## config.mk

```make
export PLATFORM = sky130hd
export DESIGN_NAME = module_header_validator
export DESIGN_NICKNAME = d
export VERILOG_FILES = /design/src/rtl/mhv_pkg.sv /design/src/rtl/module_header_validator.sv /design/src/rtl/mhv_parser.sv
export SDC_FILE = /design/constraint.sdc
export NUM_CORES = 1
export LEC_CHECK = 0
export ABC_CLOCK_PERIOD_IN_PS = 6900
export BUFFER_PORTS_ARGS = -buffer_cell sky130_fd_sc_hd__clkbuf_2
export CORE_ASPECT_RATIO = 1.2
export CORE_MARGIN = 2
export CORE_UTILIZATION = 40
export DETAILED_ROUTE_END_ITERATION = 7
export PLACE_DENSITY = 0.7
export SYNTH_ARGS = -nofsm -noshare
export SYNTH_HDL_FRONTEND = slang
export SYNTH_SLANG_ARGS = --single-unit
```

## constraint.sdc

```tcl
create_clock -name clk -period 6.9 [get_ports clk]
set_clock_uncertainty 0.2 [all_clocks]
set_input_delay 2.07 -clock clk [delete_from_list [all_inputs] [get_ports clk]]
set_output_delay 2.07 -clock clk [all_outputs]
set_load 0.05 [all_outputs]
```

## src/rtl/mhv_pkg.sv

```systemverilog
// ----------------------------------------------------------------------------
// mhv_pkg
// Shared types and constants of the module header validator.
// ----------------------------------------------------------------------------
package mhv_pkg;

	localparam int MAGIC_BYTES  = 8;
	localparam int FIELD_BYTES  = 8;
	localparam int LEGACY_BYTES = 2;

	localparam logic [15:0] MAGIC_CNT   = 16'(MAGIC_BYTES);
	localparam logic [15:0] FIELD_CNT   = 16'(FIELD_BYTES);
	localparam logic [15:0] SMALL_HDR   = 16'(MAGIC_BYTES + FIELD_BYTES);
	localparam logic [15:0] MAJOR_MASK  = 16'hFF00;

	localparam int REG_IDX_W = 3;

	typedef enum logic [REG_IDX_W-1:0] {
		REG_MAGIC      = 3'd0,
		REG_LEGACY     = 3'd1,
		REG_MAJOR      = 3'd2,
		REG_MIN_SIZE   = 3'd3,
		REG_ENCODING   = 3'd4,
		REG_BYTE_ORDER = 3'd5,
		REG_WORD_BITS  = 3'd6
	} reg_idx_t;

	typedef enum logic [2:0] {
		ST_OK        = 3'd0,
		ST_NOT_FOUND = 3'd1,
		ST_STRUCTURE = 3'd2,
		ST_VERSION   = 3'd3,
		ST_ORDER     = 3'd4,
		ST_ENCODING  = 3'd5,
		ST_WORD_SIZE = 3'd6
	} status_t;

	typedef enum logic [4:0] {
		PH_IDLE   = 5'b00001,
		PH_MAGIC  = 5'b00010,
		PH_FIELDS = 5'b00100,
		PH_SKIP   = 5'b01000,
		PH_DONE   = 5'b10000
	} phase_t;

	typedef struct packed {
		logic [63:0] magic_value;
		logic [15:0] legacy_signature;
		logic [7:0]  expected_major;
		logic [15:0] min_header_size;
		logic [7:0]  host_encoding;
		logic [7:0]  host_byte_order;
		logic [7:0]  host_word_bits;
	} cfg_t;

	typedef struct packed {
		logic [7:0] data_byte;
		logic       frame_start;
		logic       stream_end;
	} item_t;

	typedef struct packed {
		status_t     status;
		logic [15:0] format_version;
		logic [15:0] header_size;
		logic [7:0]  header_flags;
	} result_t;

endpackage

```

## src/rtl/module_header_validator.sv

```systemverilog
// ----------------------------------------------------------------------------
// module_header_validator
// Streaming check of a module file header, one byte per item, one verdict per module.
// ----------------------------------------------------------------------------
// Takes one item per clock while the result side keeps up: an item is held in an
// input register, parsed there, and its verdict (if any) shows up in the output
// register the cycle after it is parsed. A stalled output register holds the input
// register, so one more item is still taken while a verdict waits. Verdicts come out
// when the header is settled, the stream ends early, or a frame start arrives with
// the end flag; items outside a module give nothing.
module module_header_validator (
	input  logic        clk,
	input  logic        arst_n,
	input  logic        wr_en,
	input  logic [2:0]  wr_index,
	input  logic [63:0] wr_data,
	input  logic        in_valid,
	output logic        in_ready,
	input  logic [7:0]  data_byte,
	input  logic        frame_start,
	input  logic        stream_end,
	output logic        out_valid,
	input  logic        out_ready,
	output logic [2:0]  status,
	output logic [15:0] format_version,
	output logic [15:0] header_size,
	output logic [7:0]  header_flags
);

	mhv_pkg::cfg_t    cfg_q;
	mhv_pkg::item_t   item_s1;
	logic             valid_s1;
	mhv_pkg::result_t res_s2;
	logic             valid_s2;
	logic             advance;
	logic             parse_en;
	logic             res_valid;
	mhv_pkg::result_t res;

	// config registers
	always_ff @(posedge clk or negedge arst_n) begin
		if (!arst_n) begin
			cfg_q.magic_value      <= '0;
			cfg_q.legacy_signature <= '0;
			cfg_q.expected_major   <= '0;
			cfg_q.min_header_size  <= 16'd16;
			cfg_q.host_encoding    <= '0;
			cfg_q.host_byte_order  <= '0;
			cfg_q.host_word_bits   <= '0;
		end else if (wr_en) begin
			case (wr_index)
				mhv_pkg::REG_MAGIC:      cfg_q.magic_value      <= wr_data;
				mhv_pkg::REG_LEGACY:     cfg_q.legacy_signature <= wr_data[15:0];
				mhv_pkg::REG_MAJOR:      cfg_q.expected_major   <= wr_data[7:0];
				mhv_pkg::REG_MIN_SIZE:   cfg_q.min_header_size  <= wr_data[15:0];
				mhv_pkg::REG_ENCODING:   cfg_q.host_encoding    <= wr_data[7:0];
				mhv_pkg::REG_BYTE_ORDER: cfg_q.host_byte_order  <= wr_data[7:0];
				mhv_pkg::REG_WORD_BITS:  cfg_q.host_word_bits   <= wr_data[7:0];
				default: begin
				end
			endcase
		end
	end

	assign advance  = !valid_s2 || out_ready;
	assign in_ready = !valid_s1 || advance;
	assign parse_en = valid_s1 && advance;

	// input register
	always_ff @(posedge clk or negedge arst_n) begin
		if (!arst_n) begin
			valid_s1 <= 1'b0;
		end else if (in_ready) begin
			valid_s1 <= in_valid;
		end
	end

	always_ff @(posedge clk) begin
		if (in_valid && in_ready) begin
			item_s1.data_byte   <= data_byte;
			item_s1.frame_start <= frame_start;
			item_s1.stream_end  <= stream_end;
		end
	end

	mhv_parser u_parser (
		.clk       (clk),
		.arst_n    (arst_n),
		.en        (parse_en),
		.item      (item_s1),
		.cfg       (cfg_q),
		.res_valid (res_valid),
		.res       (res)
	);

	// result register
	always_ff @(posedge clk or negedge arst_n) begin
		if (!arst_n) begin
			valid_s2 <= 1'b0;
		end else if (advance) begin
			valid_s2 <= parse_en && res_valid;
		end
	end

	always_ff @(posedge clk) begin
		if (parse_en && res_valid) begin
			res_s2 <= res;
		end
	end

	assign out_valid      = valid_s2;
	assign status         = res_s2.status;
	assign format_version = res_s2.format_version;
	assign header_size    = res_s2.header_size;
	assign header_flags   = res_s2.header_flags;

endmodule

```

## src/rtl/mhv_parser.sv

```systemverilog
// ----------------------------------------------------------------------------
// mhv_parser
// Header parse state and per-byte next-state logic; at most one verdict per item.
// ----------------------------------------------------------------------------
module mhv_parser (
	input  logic             clk,
	input  logic             arst_n,
	input  logic             en,
	input  mhv_pkg::item_t   item,
	input  mhv_pkg::cfg_t    cfg,
	output logic             res_valid,
	output mhv_pkg::result_t res
);

	mhv_pkg::phase_t phase_q, phase_d;
	logic [15:0] cnt_q, cnt_d;
	logic        mok_q, mok_d;
	logic        sok_q, sok_d;
	logic [15:0] ver_q, ver_d;
	logic [15:0] siz_q, siz_d;
	logic [7:0]  enc_q, enc_d;
	logic [7:0]  ord_q, ord_d;
	logic [7:0]  wb_q, wb_d;
	logic [7:0]  flg_q, flg_d;

	logic            emit;
	mhv_pkg::status_t st;
	logic [3:0]      nread;
	logic [7:0]      b;

	function automatic mhv_pkg::status_t compat(input logic [7:0] ord, input logic [7:0] enc,
			input logic [7:0] wb, input mhv_pkg::cfg_t c);
		mhv_pkg::status_t s;
		if (ord != c.host_byte_order) begin
			s = mhv_pkg::ST_ORDER;
		end else if (enc != c.host_encoding) begin
			s = mhv_pkg::ST_ENCODING;
		end else if (wb != c.host_word_bits) begin
			s = mhv_pkg::ST_WORD_SIZE;
		end else begin
			s = mhv_pkg::ST_OK;
		end
		return s;
	endfunction

	assign b = item.data_byte;

	always_comb begin
		phase_d = phase_q;
		cnt_d   = cnt_q;
		mok_d   = mok_q;
		sok_d   = sok_q;
		ver_d   = ver_q;
		siz_d   = siz_q;
		enc_d   = enc_q;
		ord_d   = ord_q;
		wb_d    = wb_q;
		flg_d   = flg_q;
		emit    = 1'b0;
		st      = mhv_pkg::ST_OK;
		nread   = 4'd0;

		if (en && item.frame_start) begin
			cnt_d   = '0;
			mok_d   = 1'b1;
			sok_d   = 1'b1;
			ver_d   = '0;
			siz_d   = '0;
			enc_d   = '0;
			ord_d   = '0;
			wb_d    = '0;
			flg_d   = '0;
			phase_d = mhv_pkg::PH_MAGIC;
			if (item.stream_end) begin
				emit = 1'b1;
				st   = mhv_pkg::ST_NOT_FOUND;
			end
		end

		if (en && !emit) begin
			case (phase_d)
				mhv_pkg::PH_MAGIC: begin
					if (item.stream_end) begin
						// missing magic bytes count as zero
						for (int i = 0; i < 8; i++) begin
							if (i < mhv_pkg::MAGIC_BYTES && 16'(i) >= cnt_d
									&& cfg.magic_value[8*i +: 8] != 8'd0) begin
								mok_d = 1'b0;
							end
						end
						for (int i = 0; i < mhv_pkg::LEGACY_BYTES; i++) begin
							if (16'(i) >= cnt_d && cfg.legacy_signature[8*i +: 8] != 8'd0) begin
								sok_d = 1'b0;
							end
						end
						emit = 1'b1;
						st   = (!mok_d && sok_d) ? mhv_pkg::ST_VERSION : mhv_pkg::ST_STRUCTURE;
					end else begin
						if (b != cfg.magic_value[{cnt_d[2:0], 3'b000} +: 8]) begin
							mok_d = 1'b0;
						end
						if (cnt_d < 16'(mhv_pkg::LEGACY_BYTES)
								&& b != cfg.legacy_signature[{cnt_d[0], 3'b000} +: 8]) begin
							sok_d = 1'b0;
						end
						cnt_d = cnt_d + 16'd1;
						if (cnt_d >= mhv_pkg::MAGIC_CNT) begin
							if (!mok_d) begin
								emit = 1'b1;
								st   = sok_d ? mhv_pkg::ST_VERSION : mhv_pkg::ST_STRUCTURE;
							end else begin
								phase_d = mhv_pkg::PH_FIELDS;
								cnt_d   = '0;
							end
						end
					end
				end
				mhv_pkg::PH_FIELDS: begin
					if (item.stream_end) begin
						emit  = 1'b1;
						st    = mhv_pkg::ST_STRUCTURE;
						nread = cnt_d[3:0];
					end else begin
						case (cnt_d[2:0])
							3'd0:    ver_d = {8'd0, b};
							3'd1:    ver_d = {b, ver_d[7:0]};
							3'd2:    siz_d = {8'd0, b};
							3'd3:    siz_d = {b, siz_d[7:0]};
							3'd4:    enc_d = b;
							3'd5:    ord_d = b;
							3'd6:    wb_d  = b;
							default: flg_d = b;
						endcase
						cnt_d = cnt_d + 16'd1;
						if (cnt_d == mhv_pkg::FIELD_CNT) begin
							nread = 4'd8;
							if ((ver_d & mhv_pkg::MAJOR_MASK) != {cfg.expected_major, 8'd0}) begin
								emit = 1'b1;
								st   = mhv_pkg::ST_VERSION;
							end else if (siz_d < cfg.min_header_size) begin
								emit = 1'b1;
								st   = mhv_pkg::ST_STRUCTURE;
							end else if (siz_d > mhv_pkg::SMALL_HDR) begin
								phase_d = mhv_pkg::PH_SKIP;
								cnt_d   = mhv_pkg::SMALL_HDR;
							end else begin
								emit = 1'b1;
								st   = compat(ord_d, enc_d, wb_d, cfg);
							end
						end
					end
				end
				mhv_pkg::PH_SKIP: begin
					nread = 4'd8;
					if (item.stream_end) begin
						emit = 1'b1;
						st   = mhv_pkg::ST_STRUCTURE;
					end else begin
						cnt_d = cnt_d + 16'd1;
						if (cnt_d >= siz_d) begin
							emit = 1'b1;
							st   = compat(ord_d, enc_d, wb_d, cfg);
						end
					end
				end
				default: begin
				end
			endcase
		end

		if (emit) begin
			phase_d = mhv_pkg::PH_DONE;
		end
	end

	assign res_valid          = emit;
	assign res.status         = st;
	assign res.format_version = (nread >= 4'd2) ? ver_d : 16'd0;
	assign res.header_size    = (nread >= 4'd4) ? siz_d : 16'd0;
	assign res.header_flags   = (nread >= 4'd8) ? flg_d : 8'd0;

	always_ff @(posedge clk or negedge arst_n) begin
		if (!arst_n) begin
			phase_q <= mhv_pkg::PH_IDLE;
			cnt_q   <= '0;
			mok_q   <= 1'b1;
			sok_q   <= 1'b1;
			ver_q   <= '0;
			siz_q   <= '0;
			enc_q   <= '0;
			ord_q   <= '0;
			wb_q    <= '0;
			flg_q   <= '0;
		end else if (en) begin
			phase_q <= phase_d;
			cnt_q   <= cnt_d;
			mok_q   <= mok_d;
			sok_q   <= sok_d;
			ver_q   <= ver_d;
			siz_q   <= siz_d;
			enc_q   <= enc_d;
			ord_q   <= ord_d;
			wb_q    <= wb_d;
			flg_q   <= flg_d;
		end
	end

	a_done_after_verdict: assert property (@(posedge clk) disable iff (!arst_n)
		en && res_valid |=> phase_q == mhv_pkg::PH_DONE)
		else $error("verdict given but parse not finished");

	a_quiet_when_finished: assert property (@(posedge clk) disable iff (!arst_n)
		en && !item.frame_start && (phase_q == mhv_pkg::PH_DONE || phase_q == mhv_pkg::PH_IDLE)
		|-> !res_valid)
		else $error("verdict outside a module");

	a_empty_module: assert property (@(posedge clk) disable iff (!arst_n)
		en && item.frame_start && item.stream_end
		|-> res_valid && res.status == mhv_pkg::ST_NOT_FOUND)
		else $error("empty module not reported as not found");

	a_magic_count: assert property (@(posedge clk) disable iff (!arst_n)
		phase_q == mhv_pkg::PH_MAGIC |-> cnt_q < mhv_pkg::MAGIC_CNT)
		else $error("magic byte count out of range");

	a_field_count: assert property (@(posedge clk) disable iff (!arst_n)
		phase_q == mhv_pkg::PH_FIELDS |-> cnt_q < mhv_pkg::FIELD_CNT)
		else $error("field byte count out of range");

endmodule
```

# Yosys cells after proc, flatten, opt, wreduce, memory -nomap -nowiden
# Index checks and enable logic that the tools add are counted.
# Widths: inputs -> output; s select.
[totals]
register_bits = 270
elab_cells = 254
[op_classes]
n_addsub = 1
order_cmp = 16
eq_ne = 25
shift = 2
muxes = 141
reduce_logical = 43
[op_table]
columns = ["op", "count"]
rows = [
  ["$mux 16", 25],
  ["$mux 8", 29],
  ["$reduce_bool 8->1", 10],
  ["$ne 8x8->1", 9],
  ["$ge 3x16->1 const A", 4],
  ["$pmux 16 s2", 2],
  ["$shiftx 64x7->8", 1],
  ["$mux 5", 11],
  ["$mux 3", 18],
  ["$mux 1", 48],
  ["$pmux 16 s3", 1],
  ["$ge 1x16->1 const A", 2],
  ["$ge 2x16->1 const A", 2],
  ["$eq 3x3->1 const B", 6],
  ["$logic_and 1x1->1", 17],
  ["$add 16x1->16 const B", 1],
  ["$eq 16x4->1 const B", 1],
  ["$ge 16x16->1", 1],
  ["$ge 16x4->1 const B", 1],
  ["$gt 16x5->1 const B", 1],
  ["$lt 16x16->1", 1],
  ["$lt 16x2->1 const B", 1],
  ["$shiftx 16x5->8", 1],
  ["$reduce_and 2->1", 7],
  ["other kinds (17)", 28],
]

# Depth between registers and ports, before layout
# Gate-level depths: netlist of run 1.
[logic_depth]
ltp_word = 24
mapped_depth = 22

# Hierarchy
# From an unflattened synthesis of run 1, not the netlist that was laid out.
[hier_totals]
cells_unflattened = 1400
area_unflattened_um2 = 14924.3
[modules_own_cells]
columns = ["mod", "n_inst", "cells_per_inst", "area_each_um2", "seq_area_each_um2"]
rows = [
  ["mhv_parser", 1, 1061, 8405.6, 2180.8],
  ["module_header_validator", 1, 339, 6518.8, 4845.9],
]

# Least setup slack after synthesis of run 1
# No wires, ideal clock.
[synth_timing]
kind = "input port to flip-flop"
from = "input out_ready"
to = "register res_s2 (netlist bit format_version[0]) (enable)"
setup_time_ns = 0.444
t_arrival_ns = 7.966
t_required_ns = 6.256
slack_ns = -1.710
stages = 22
n_path_buf = 5
path_cell_list = "nor2b_1 > clkbuf_1 > nor2_2 > buf_2 > buf_2 > buf_1 > nor2_1 > ha_1 > and3b_1 > clkbuf_1 > a22oi_1 > nor2_1 > ha_1 > a211oi_1 > o21bai_1 > a311o_1 > a221oi_2 > nor3_1 > nand3_1 > a211oi_2 > and3b_4 > nor2_1"
[synth_between]
elab_chain_len = 18
elab_cells_between_ends = 52
classes_between = "add/sub: 1; order compare: 4; eq/ne: 9; shift: 1; mux: 30; reduce/logical: 7"
[synth_lines]
columns = ["item", "line_no", "rtl"]
rows = [
  ["from (decl)", "module_header_validator.sv:23", "input logic out_ready,"],
  ["$logic_or 1x1->1 (*)", "module_header_validator.sv:65", "assign advance = !valid_s2 || out_ready;"],
  ["$logic_and 1x1->1 (*)", "module_header_validator.sv:67", "assign parse_en = valid_s1 && advance;"],
  ["$logic_and 1x1->1", "mhv_parser.sv:63", "if (en && item.frame_start) begin"],
  ["$mux 16", "mhv_parser.sv:63", ""],
  ["$eq 3x2->1", "mhv_parser.sv:124", "case (cnt_d[2:0])"],
  ["$pmux 16 s2", "mhv_parser.sv:124", ""],
  ["$mux 16", "mhv_parser.sv:119", "if (item.stream_end) begin"],
  ["$mux 16", "mhv_parser.sv:81", "case (phase_d)"],
  ["[2 not listed]", "--", ""],
  ["$mux 1", "mhv_parser.sv:143", "end else if (siz_d > mhv_pkg::SMALL_HDR) begin"],
  ["$mux 1", "mhv_parser.sv:140", "end else if (siz_d < cfg.min_header_size) begin"],
  ["$mux 1", "mhv_parser.sv:137", "if ((ver_d & mhv_pkg::MAJOR_MASK) != {cfg.expected_major, 8'd0}) begin"],
  ["$mux 1", "mhv_parser.sv:135", "if (cnt_d == mhv_pkg::FIELD_CNT) begin"],
  ["$mux 1", "mhv_parser.sv:119", ""],
  ["$pmux 1 s3", "mhv_parser.sv:81", ""],
  ["$mux 1", "mhv_parser.sv:80", "if (en && !emit) begin"],
  ["$logic_and 1x1->1 (*)", "module_header_validator.sv:106", "if (parse_en && res_valid) begin"],
  ["to (signal assigned)", "module_header_validator.sv:107", "res_s2 <= res;"],
  ["to (decl)", "module_header_validator.sv:33", "mhv_pkg::result_t res_s2;"],
]
# Mark *: on every way between the ends. The rest lies on a longest branch, timed or not. The select of a mux whose other input is x is not followed.
# A chain may end at the register's enable or synchronous reset.

# Worst setup path after layout of run 1
[layout_timing]
from = "input out_ready"
to = "register res_s2 (netlist bit format_version[15]) (enable)"
# The elaborated chain is that of the path after synthesis.

==> flow_summary.ini, run 1 <==
[worst_setup_path]
crit_chain = clkbuf_2 -> nand2b_1 -> a21oi_1 -> inv_1 -> ha_1 -> or3b_1 -> a22oi_1 -> nor2_1 -> ha_1 -> o21ai_0 -> o21bai_1 -> a311o_1 -> a221oi_2 -> nor3_2 -> nand3_1 -> a211oi_2 -> and3b_4 -> nor2_4 -> buf_12
r2r_slack_ns = 1.41
crit_path_end_kind = register
worstPathMaxFanout = 43
critical_path_class = input port to register
r2r-end = format_version[15]
arrival_ns = 6.18
ff2ff_path_depth = 19
max_stage_delay_ns = 0.54
startpoint_type = input port
cp_slowest_cell = or3b_1
cp.required_ns = 6.93
worst_path_most_repeated_cell = ha_1
r2r-start = item_s1[1]

[worst_hold_path]
min_to = u_parser.flg_q[1]
whs_path_depth = 1
min-delay-start = u_parser.flg_q[1]
hp-class = register to register

[floorplan]
die_height_um = 217
io_pins = 127
num_rows = 77
coreArea_um2 = 37000
floorplan.initialDensity = 0.407
die_w_um = 181
dieArea_um2 = 39300

[synthesis]
syn_area_um2 = 15100
yosysWarnings = 0
synth_common_cells = 213 x dfrtp_1, 133 x nand2_1, 130 x mux2_2, 92 x nor2_1, 53 x edfxtp_1
synth.most_common_cell = dfrtp_1
syn_nets = 1555
avgSynthCellArea_um2 = 10.5
ys.flop_type = dfrtp_1
synth_edf_count = 53
synth_top_area_frac = 0.354
ys_async_sr_fraction = 0.804
ys_seq_area_frac = 0.466
syn_inst = 1439
synth-seq-cells = 270
ys_types = 87
synthTopCellsByArea = dfrtp_1 35%, edfxtp_1 11%, mux2_2 9.7%
yosysTopAreaCell = dfrtp_1

[finish]
area_delta_synth_final_pct = 14.8
multiInputGateArea_um2 = 7570
fill_cells = 3447
final_cell_area_um2 = 17300
drive_gt1_frac = 0.240
diodes = 0
regArea_um2 = 7030
fin_nets = 1673

[global_route]
grt-ovfl-total = 0
grt_pass1_vias = 12300
grt_pass1_wl_um = 71100
grt_max_degree = 109
antenna_found_initial = 0
grt_use_total = 0.232

[sta]
tightestPinTransition_ns = 1.27
rsz0062_at_grt = false
period_share = 0.890
setup_viol = 0
tns_ns = 0
finalHoldViolations = 0
max_slew_margin = 0.148
max_freq_ghz = 0.163
fin_crit_ns = 6.14
maxSlewViolCount = 0

[drt]
vias = 12300
drtIter0Drc = 1138
ant_nets = 0
routedWlPerCell_um = 22.2
drt_wl_total_um = 45600
viasPerCell = 5.98
firstDrtPassIters = 6
route.detailed.drc = 0

[power]
p_sw_frac = 0.311
max-vdd-ir-drop_v = 0.000172
p_leak_nw = 7.30
comb_power_share = 0.213
p_int_mw = 3.23
power_density_nw_per_um2 = 271
pwr-share-seq = 0.440
p_switching_mw = 1.46
clock_power_share = 0.347

[clocking]
hold_buffers = 0
cts_made_buffers = 29
clkTransAtPathRegs_ns = 0.06
clock_sink_count = 270
post_cts_buffers = 0
clockBufferDepth = 3
cts-root-buf = clkbuf_16
ctsHtreeMaxLevel = 1
clock_latency_ns = 0.57
cts-resized-gates = 0
cts_tree = built

[placed_design]
portBuffers = 126
gp_congestion = 0.947
hpwl_um = 32600
dpl_cell_area_um2 = 16300

[run]
drv_cap = 0

[run_status]
run_status = complete, no violations
through the flow:
step | hold WS [ns] | instances | setup WS, ns | util | power [mW]
floorplan | 0.258 | 1439 | 0.000734 | - | 2.74
global placement | 0.280 | 2000 | 0.371 | 0.441 | 3.05
detailed placement | 0.277 | 2000 | 0.276 | 0.441 | 3.08
CTS | 0.290 | 2053 | 0.850 | 0.468 | 4.70
global route | 0.312 | 2053 | 0.435 | 0.468 | 4.88
finish | 0.289 | 2053 | 0.756 | 0.468 | 4.69
worst max-delay path: cells and delay by family:
kind / cells / cell delay, ns
fa+ha+maj: 2 / 0.63
compound gates: 7 / 1.55
buf+inv: 3 / 0.43
simple gates: 7 / 1.46
power by group through the flow:
stage	registers (mW)	logic [mW]	clock network [mW]
3_5_place_dp	2.09	0.989	0
4_1_cts	2.06	0.993	1.65
5_1_grt	2.09	1.07	1.72
6_report	2.06	0.998	1.63
3_3_place_gp	2.08	0.971	0
2_1_floorplan	2.12	0.622	0
layout make-up:
type / count / share of cell area
Clock inverter: 11 / 0.00817
Sequential cell: 270 / 0.406
Tap cell: 474 / 0.0343
Multi-Input combinational cell: 1043 / 0.437
Clock buffer: 42 / 0.0494
Inverter: 48 / 0.0104
Timing Repair Buffer: 165 / 0.0546
cell usage in the layout, fill, tap and decap left out, types with 18 or more instances in the layout:
cell type	n
nor2b_1	19
buf_4	38
nor3_1	35
and2_1	34
o21ai_0	48
ha_1	34
nand2_1	133
a21oi_1	47
mux2_2	130
nor2_1	90
inv_1	47
mux2i_1	36
nor4_1	29
xnor2_1	40
o21ai_1	18
a31oi_1	18
nand3_1	36
clkbuf_2	125
dfrtp_1	213
clkbuf_16	29
edfxtp_1	53
xor2_1	18
a22o_1	47
logic make-up after synthesis:
family,synth area share
buf+inv,0.0344
fa+ha+maj,0.0282
mux,0.126
xor+xnor,0.0337
flops,0.466
compound gates,0.151
simple gates,0.161
worst max-delay path by stage:
stage	start	end	cells after the start
4_1_cts	out_ready	format_version[14]	19
5_1_grt	out_ready	format_version[14]	20
2_1_floorplan	out_ready	format_version[0]	22
3_5_place_dp	out_ready	format_version[14]	19
3_3_place_gp	out_ready	format_version[15]	19
6_report	out_ready	format_version[15]	19
registers in the layout, summed over array words and instances (netlist names), 3 cells and up:
| signal | flops |
|---|---|
| u_parser.cnt_q | 16 |
| u_parser.ord_q | 8 |
| header_flags | 8 |
| u_parser.wb_q | 8 |
| status | 3 |
| cfg_q | 128 |
| format_version | 16 |
| u_parser.phase_q | 5 |
| header_size | 16 |
| u_parser.enc_q | 8 |
| u_parser.siz_q | 16 |
| item_s1 | 10 |
| u_parser.flg_q | 8 |
| u_parser.ver_q | 16 |
per-layer routing:
metal,GRT usage,vias to the layer above,wire length [um]
met2,0.390,532,21700
li1,-,5576,-
met1,0.295,6037,18600
met4,0.104,0,2120
met5,0,-,0
met3,0.0370,135,3200
Note: power is estimated with default switching activity, not from simulation.
==> run 2, diff against run 1 <==
--- a/config.mk
+++ b/config.mk
@@ -11,7 +11,7 @@
 export CORE_MARGIN = 2
 export CORE_UTILIZATION = 40
 export DETAILED_ROUTE_END_ITERATION = 7
-export PLACE_DENSITY = 0.7
+export PLACE_DENSITY = 0.68
 export SYNTH_ARGS = -nofsm -noshare
 export SYNTH_HDL_FRONTEND = slang
 export SYNTH_SLANG_ARGS = --single-unit
==> run 2 against run 1 <==
  * Combinational power is essentially flat
  * Clock-buffer cell count shrank 1
  * Critical path depth is the same
  * Sequential power is essentially flat
  * Non-clock buffer count grew 3
  * Via count grew 0.23%
  * Clock power shrank 3%
  * Worst setup slack lost 0.070 ns
  * Final cell count is essentially flat
  * Sequential share of layout area is essentially flat
  * Largest cell class unchanged
==> flow_summary.ini, run 2 (synthesized netlist as in run 1, its figures left out) <==
[placed_design]
portBuffers = 126
hpwl_um = 33400
place_ws_ns = 0.227
gp_congestion = 0.974

[worst_setup_path]
startpoint_type = input port
critical_path_class = input port to register
crit_chain = clkbuf_2 -> nor2b_1 -> buf_4 -> o21ai_2 -> ha_1 -> and3b_1 -> a22oi_1 -> nor2_1 -> ha_1 -> o21ai_0 -> o21bai_1 -> a311o_1 -> a221oi_2 -> nor3_2 -> nand3_1 -> a211oi_2 -> and3b_4 -> nor2_4 -> buf_12
cp.required_ns = 6.94
crit_path_end_kind = register
max_stage_delay_ns = 0.47
cp_slowest_cell = nor2b_1
worst_path_most_repeated_cell = ha_1
arrival_ns = 6.26
worstPathMaxFanout = 43

[clocking]
clock_latency_ns = 0.57
clkTransAtPathRegs_ns = 0.06
clockBufferDepth = 3
hold_buffers = 0
cts_tree = built
post_cts_buffers = 0
clock_sink_count = 270
cts_made_buffers = 28
ctsHtreeMaxLevel = 1
cts-root-buf = clkbuf_16
cts-resized-gates = 0

[floorplan]
num_rows = 77
die_height_um = 217
coreArea_um2 = 37000
floorplan.initialDensity = 0.407
die_w_um = 181
dieArea_um2 = 39300
io_pins = 127

[sta]
tightestPinTransition_ns = 1.15
max_slew_margin = 0.228
whs_ns = 0.290
maxSlewViolCount = 0
max_freq_ghz = 0.161
fin_crit_ns = 6.21
period_share = 0.901
setup_viol = 0
fin_ws_ns = 0.686
tns_ns = 0
rsz0062_at_grt = false
finalHoldViolations = 0

[finish]
fill_cells = 3465
multiInputGateArea_um2 = 7570
post-route-util = 0.467
diodes = 0
final_cell_mix = 213 x dfrtp_1, 133 x nand2_1, 130 x mux2_2
largest_register = cfg_q
drive_gt1_frac = 0.240
fin_nets = 1675
final_common_cell = dfrtp_1
largest_reg_flops = 128
regArea_um2 = 7030
area_delta_synth_final_pct = 14.8

[global_route]
grt_pass1_vias = 12100
grt_use_total = 0.234
grt_pass1_wl_um = 71600
grt_max_degree = 99
antenna_found_initial = 0
grt-ovfl-total = 0

[drt]
vias = 12300
firstDrtPassIters = 5
routedWlPerCell_um = 22.6
route.detailed.drc = 0
drtIter0Drc = 1026
ant_nets = 0
drt_wl_total_um = 46400
viasPerCell = 5.99

[run_status]
run_status = complete, no violations

[run]
drv_cap = 0

[worst_hold_path]
hp-class = register to register

[power]
max-vdd-ir-drop_v = 0.000194
power_density_nw_per_um2 = 269
p_leak_nw = 7.30
p_total_mw = 4.65
==> run 2: path summary, 6_finish.rpt <==
path,from,to,slack [ns],depth (start not counted)
hold / removal,u_parser.flg_q[1],u_parser.flg_q[1],0.29,1
hold reg to reg,u_parser.flg_q[1],u_parser.flg_q[1],0.29,1
setup reg to reg,item_s1[1],format_version[14],1.57,19
min in group asynchronous,arst_n,cfg_q[108],1.34,1
max in group asynchronous,arst_n,cfg_q[52],3.96,2
setup / recovery,out_ready,format_version[14],0.69,19
==> run 2: routing by layer <==
layer  GRT usage  routed length, um  up-vias
met5           0                  0        -
met4      0.0930               1850        0
met3      0.0370               3670      126
met2       0.389              21800      577
met1       0.308              19100     6026
li1            -                  -     5579
==> run 2: layout make-up <==
| class | count | area share |
|---|---|---|
| timing repair buffer | 168 | 0.0559 |
| clock buffer | 41 | 0.0488 |
| tap | 474 | 0.0343 |
| clock inverter | 11 | 0.00680 |
| multi-input combinational | 1043 | 0.437 |
| sequential | 270 | 0.406 |
| inverter | 48 | 0.0104 |
==> run 2: power breakdown <==
part | total, mW | switching [mW] | internal [mW]
sequential | 2.07 | 0.213 | 1.85
clock | 1.58 | 0.651 | 0.925
combinational | 1.01 | 0.601 | 0.408
total | 4.65 | 1.47 | 3.19
==> run 2: worst max-delay path: cells and delay by family <==
family | cells | cell delay [ns]
simple gates | 7 | 1.52
compound gates | 7 | 1.52
buf+inv | 3 | 0.54
fa+ha+maj | 2 | 0.55
==> run 2: through the flow <==
step           area (um2)  std cells
2_1_floorplan       15100       1439
3_3_place_gp        16300       2003
3_5_place_dp        16300       2003
4_1_cts             17300       2055
5_1_grt             17300       2055
6_report            17300       2055
==> run 3, diff against run 2 <==
--- a/config.mk
+++ b/config.mk
@@ -5,13 +5,13 @@
 export SDC_FILE = /design/constraint.sdc
 export NUM_CORES = 1
 export LEC_CHECK = 0
-export ABC_CLOCK_PERIOD_IN_PS = 6900
+export ABC_CLOCK_PERIOD_IN_PS = 7700
 export BUFFER_PORTS_ARGS = -buffer_cell sky130_fd_sc_hd__clkbuf_2
 export CORE_ASPECT_RATIO = 1.2
 export CORE_MARGIN = 2
 export CORE_UTILIZATION = 40
 export DETAILED_ROUTE_END_ITERATION = 7
-export PLACE_DENSITY = 0.68
+export PLACE_DENSITY = 0.66
 export SYNTH_ARGS = -nofsm -noshare
 export SYNTH_HDL_FRONTEND = slang
 export SYNTH_SLANG_ARGS = --single-unit
==> constraint.sdc (replaced) <==
create_clock -name clk -period 7.7 [get_ports clk]
set_clock_uncertainty 0.2 [all_clocks]
set_input_delay 2.31 -clock clk [delete_from_list [all_inputs] [get_ports clk]]
set_output_delay 2.31 -clock clk [all_outputs]
set_load 0.05 [all_outputs]
==> run 3 against run 2 <==
  * Sequential share of layout area rose by 0.11 points
  * Global-route usage fell by 0.14 points
  * Final area fell by 0.28%
  * Via count barely moved
  * Combinational power fell by 11%
  * Final cell count fell by 0.19%
  * Largest power group unchanged
  * Utilization fell by 0.13 points
  * Total power fell by 9.9%
  * First-iteration DRC count rose by 5.7%
==> flow_summary.ini, run 3 (synthesized netlist as in run 1, its figures left out) <==
[worst_setup_path]
r2r-start = item_s1[1]
critical_path_class = input port to register
arrival_ns = 6.74
worst_path_most_repeated_cell = ha_1
cp_slowest_cell = or3b_1
cp.required_ns = 7.70
startpoint = out_ready
crit_chain = clkbuf_2 -> nand2b_1 -> a21oi_1 -> inv_1 -> ha_1 -> or3b_1 -> a22oi_1 -> nor2_1 -> ha_1 -> a211oi_1 -> o21bai_1 -> a311o_1 -> a221oi_2 -> nor3_1 -> nand3_1 -> a211oi_2 -> and3b_4 -> nor2_4 -> buf_4
startpoint_type = input port
crit_path_end_kind = register
worstPathMaxFanout = 43
max_stage_delay_ns = 0.55

[floorplan]
dieArea_um2 = 39300
num_rows = 77
floorplan.initialDensity = 0.407
coreArea_um2 = 37000
die_w_um = 181
io_pins = 127
die_height_um = 217

[clocking]
cts-root-buf = clkbuf_16
clock_latency_ns = 0.57
post_cts_buffers = 0
ctsHtreeMaxLevel = 1
clock_sink_count = 270
clockBufferDepth = 3
cts_made_buffers = 29
cts_tree = built
cts-resized-gates = 0
clkTransAtPathRegs_ns = 0.06
hold_buffers = 0

[finish]
final_cell_area_um2 = 17200
final_common_cell = dfrtp_1
final_cell_mix = 213 x dfrtp_1, 133 x nand2_1, 130 x mux2_2
largest_reg_flops = 128
diodes = 0
fill_cells = 3495
fin_nets = 1671
drive_gt1_frac = 0.237
post-route-util = 0.466
largest_register = cfg_q
area_delta_synth_final_pct = 14.4

[sta]
tightestPinTransition_ns = 1.22
finalHoldViolations = 0
period_share = 0.875
max_slew_margin = 0.182
max_freq_ghz = 0.148
fin_crit_ns = 6.74
whs_ns = 0.291
tns_ns = 0
maxSlewViolCount = 0
rsz0062_at_grt = false
setup_viol = 0

[placed_design]
dpl_cell_area_um2 = 16300
portBuffers = 126
gp_congestion = 0.965
hpwl_um = 32500

[run]
drv_cap = 0

[worst_hold_path]
min-delay-start = u_parser.flg_q[5]
hp-class = register to register

[global_route]
grt_use_total = 0.233
antenna_found_initial = 0
grt_pass1_vias = 12100
grt_pass1_wl_um = 71300
grt-ovfl-total = 0
grt_max_degree = 89

[run_status]
run_status = complete, no violations

[drt]
drt_wl_total_um = 46000
ant_nets = 0
routedWlPerCell_um = 22.4
firstDrtPassIters = 5
route.detailed.drc = 0
drtIter0Drc = 1084
vias = 12300
viasPerCell = 6.00

[power]
max-vdd-ir-drop_v = 0.000158
p_leak_nw = 7.26
p_total_mw = 4.19
power_density_nw_per_um2 = 243
## run 3: changes by cell type in the layout (fill, tap and decap cells not counted), sizes merged
cell and change:
buf -5, clkinv +4, clkbuf -8, bufinv +2
clkinvlp +3
## run 3: path summary, 6_finish.rpt
check                           cells past startpoint  slack, ns                 to
worst max-delay path                               19       0.96  format_version[8]
worst min-delay path                                1       0.29  u_parser.flg_q[5]
worst max register to register                     19       2.00  format_version[8]
worst min register to register                      1       0.29  u_parser.flg_q[5]
max in group asynchronous                           2       4.39  u_parser.ord_q[6]
min in group asynchronous                           1       1.55         cfg_q[102]
## run 3: layer usage
layer  global-route usage  routed length [um]  vias up
met5                    0                   0        -
met4               0.0870                1760        0
met3               0.0299                2850      114
met2                0.393               21900      489
met1                0.307               19500     6129
li1                     -                   -     5569
## run 3: power by group
part	internal (mW)	switching, mW	total [mW]
Combinational	0.361	0.534	0.894
Clock	0.839	0.608	1.45
Sequential	1.66	0.189	1.85
Total	2.86	1.33	4.19
## run 3: critical path: cells and delay by family
kind | cells | cell delay [ns]
and+or+nand+nor | 7 | 1.40
AOI/OAI and AO/OA | 7 | 1.64
buffers and inverters | 3 | 0.68
adders and majority gates | 2 | 0.66
## run 3: final cells by class
cell class | instances | area, um2 | area share
inverter | 48 | 180 | 0.0104
multi-input combinational | 1043 | 7550 | 0.438
clock buffer | 33 | 751 | 0.0435
timing repair buffer | 163 | 917 | 0.0532
clock inverter | 20 | 229 | 0.0133
tap | 474 | 593 | 0.0344
sequential | 270 | 7030 | 0.407
## run 3: stage by stage
step	instances	worst slack, ns
after floorplan	1439	0.0599
after global placement	1998	0.571
after detailed placement	1998	0.462
after CTS	2051	1.05
after global routing	2051	0.690
final	2051	0.961
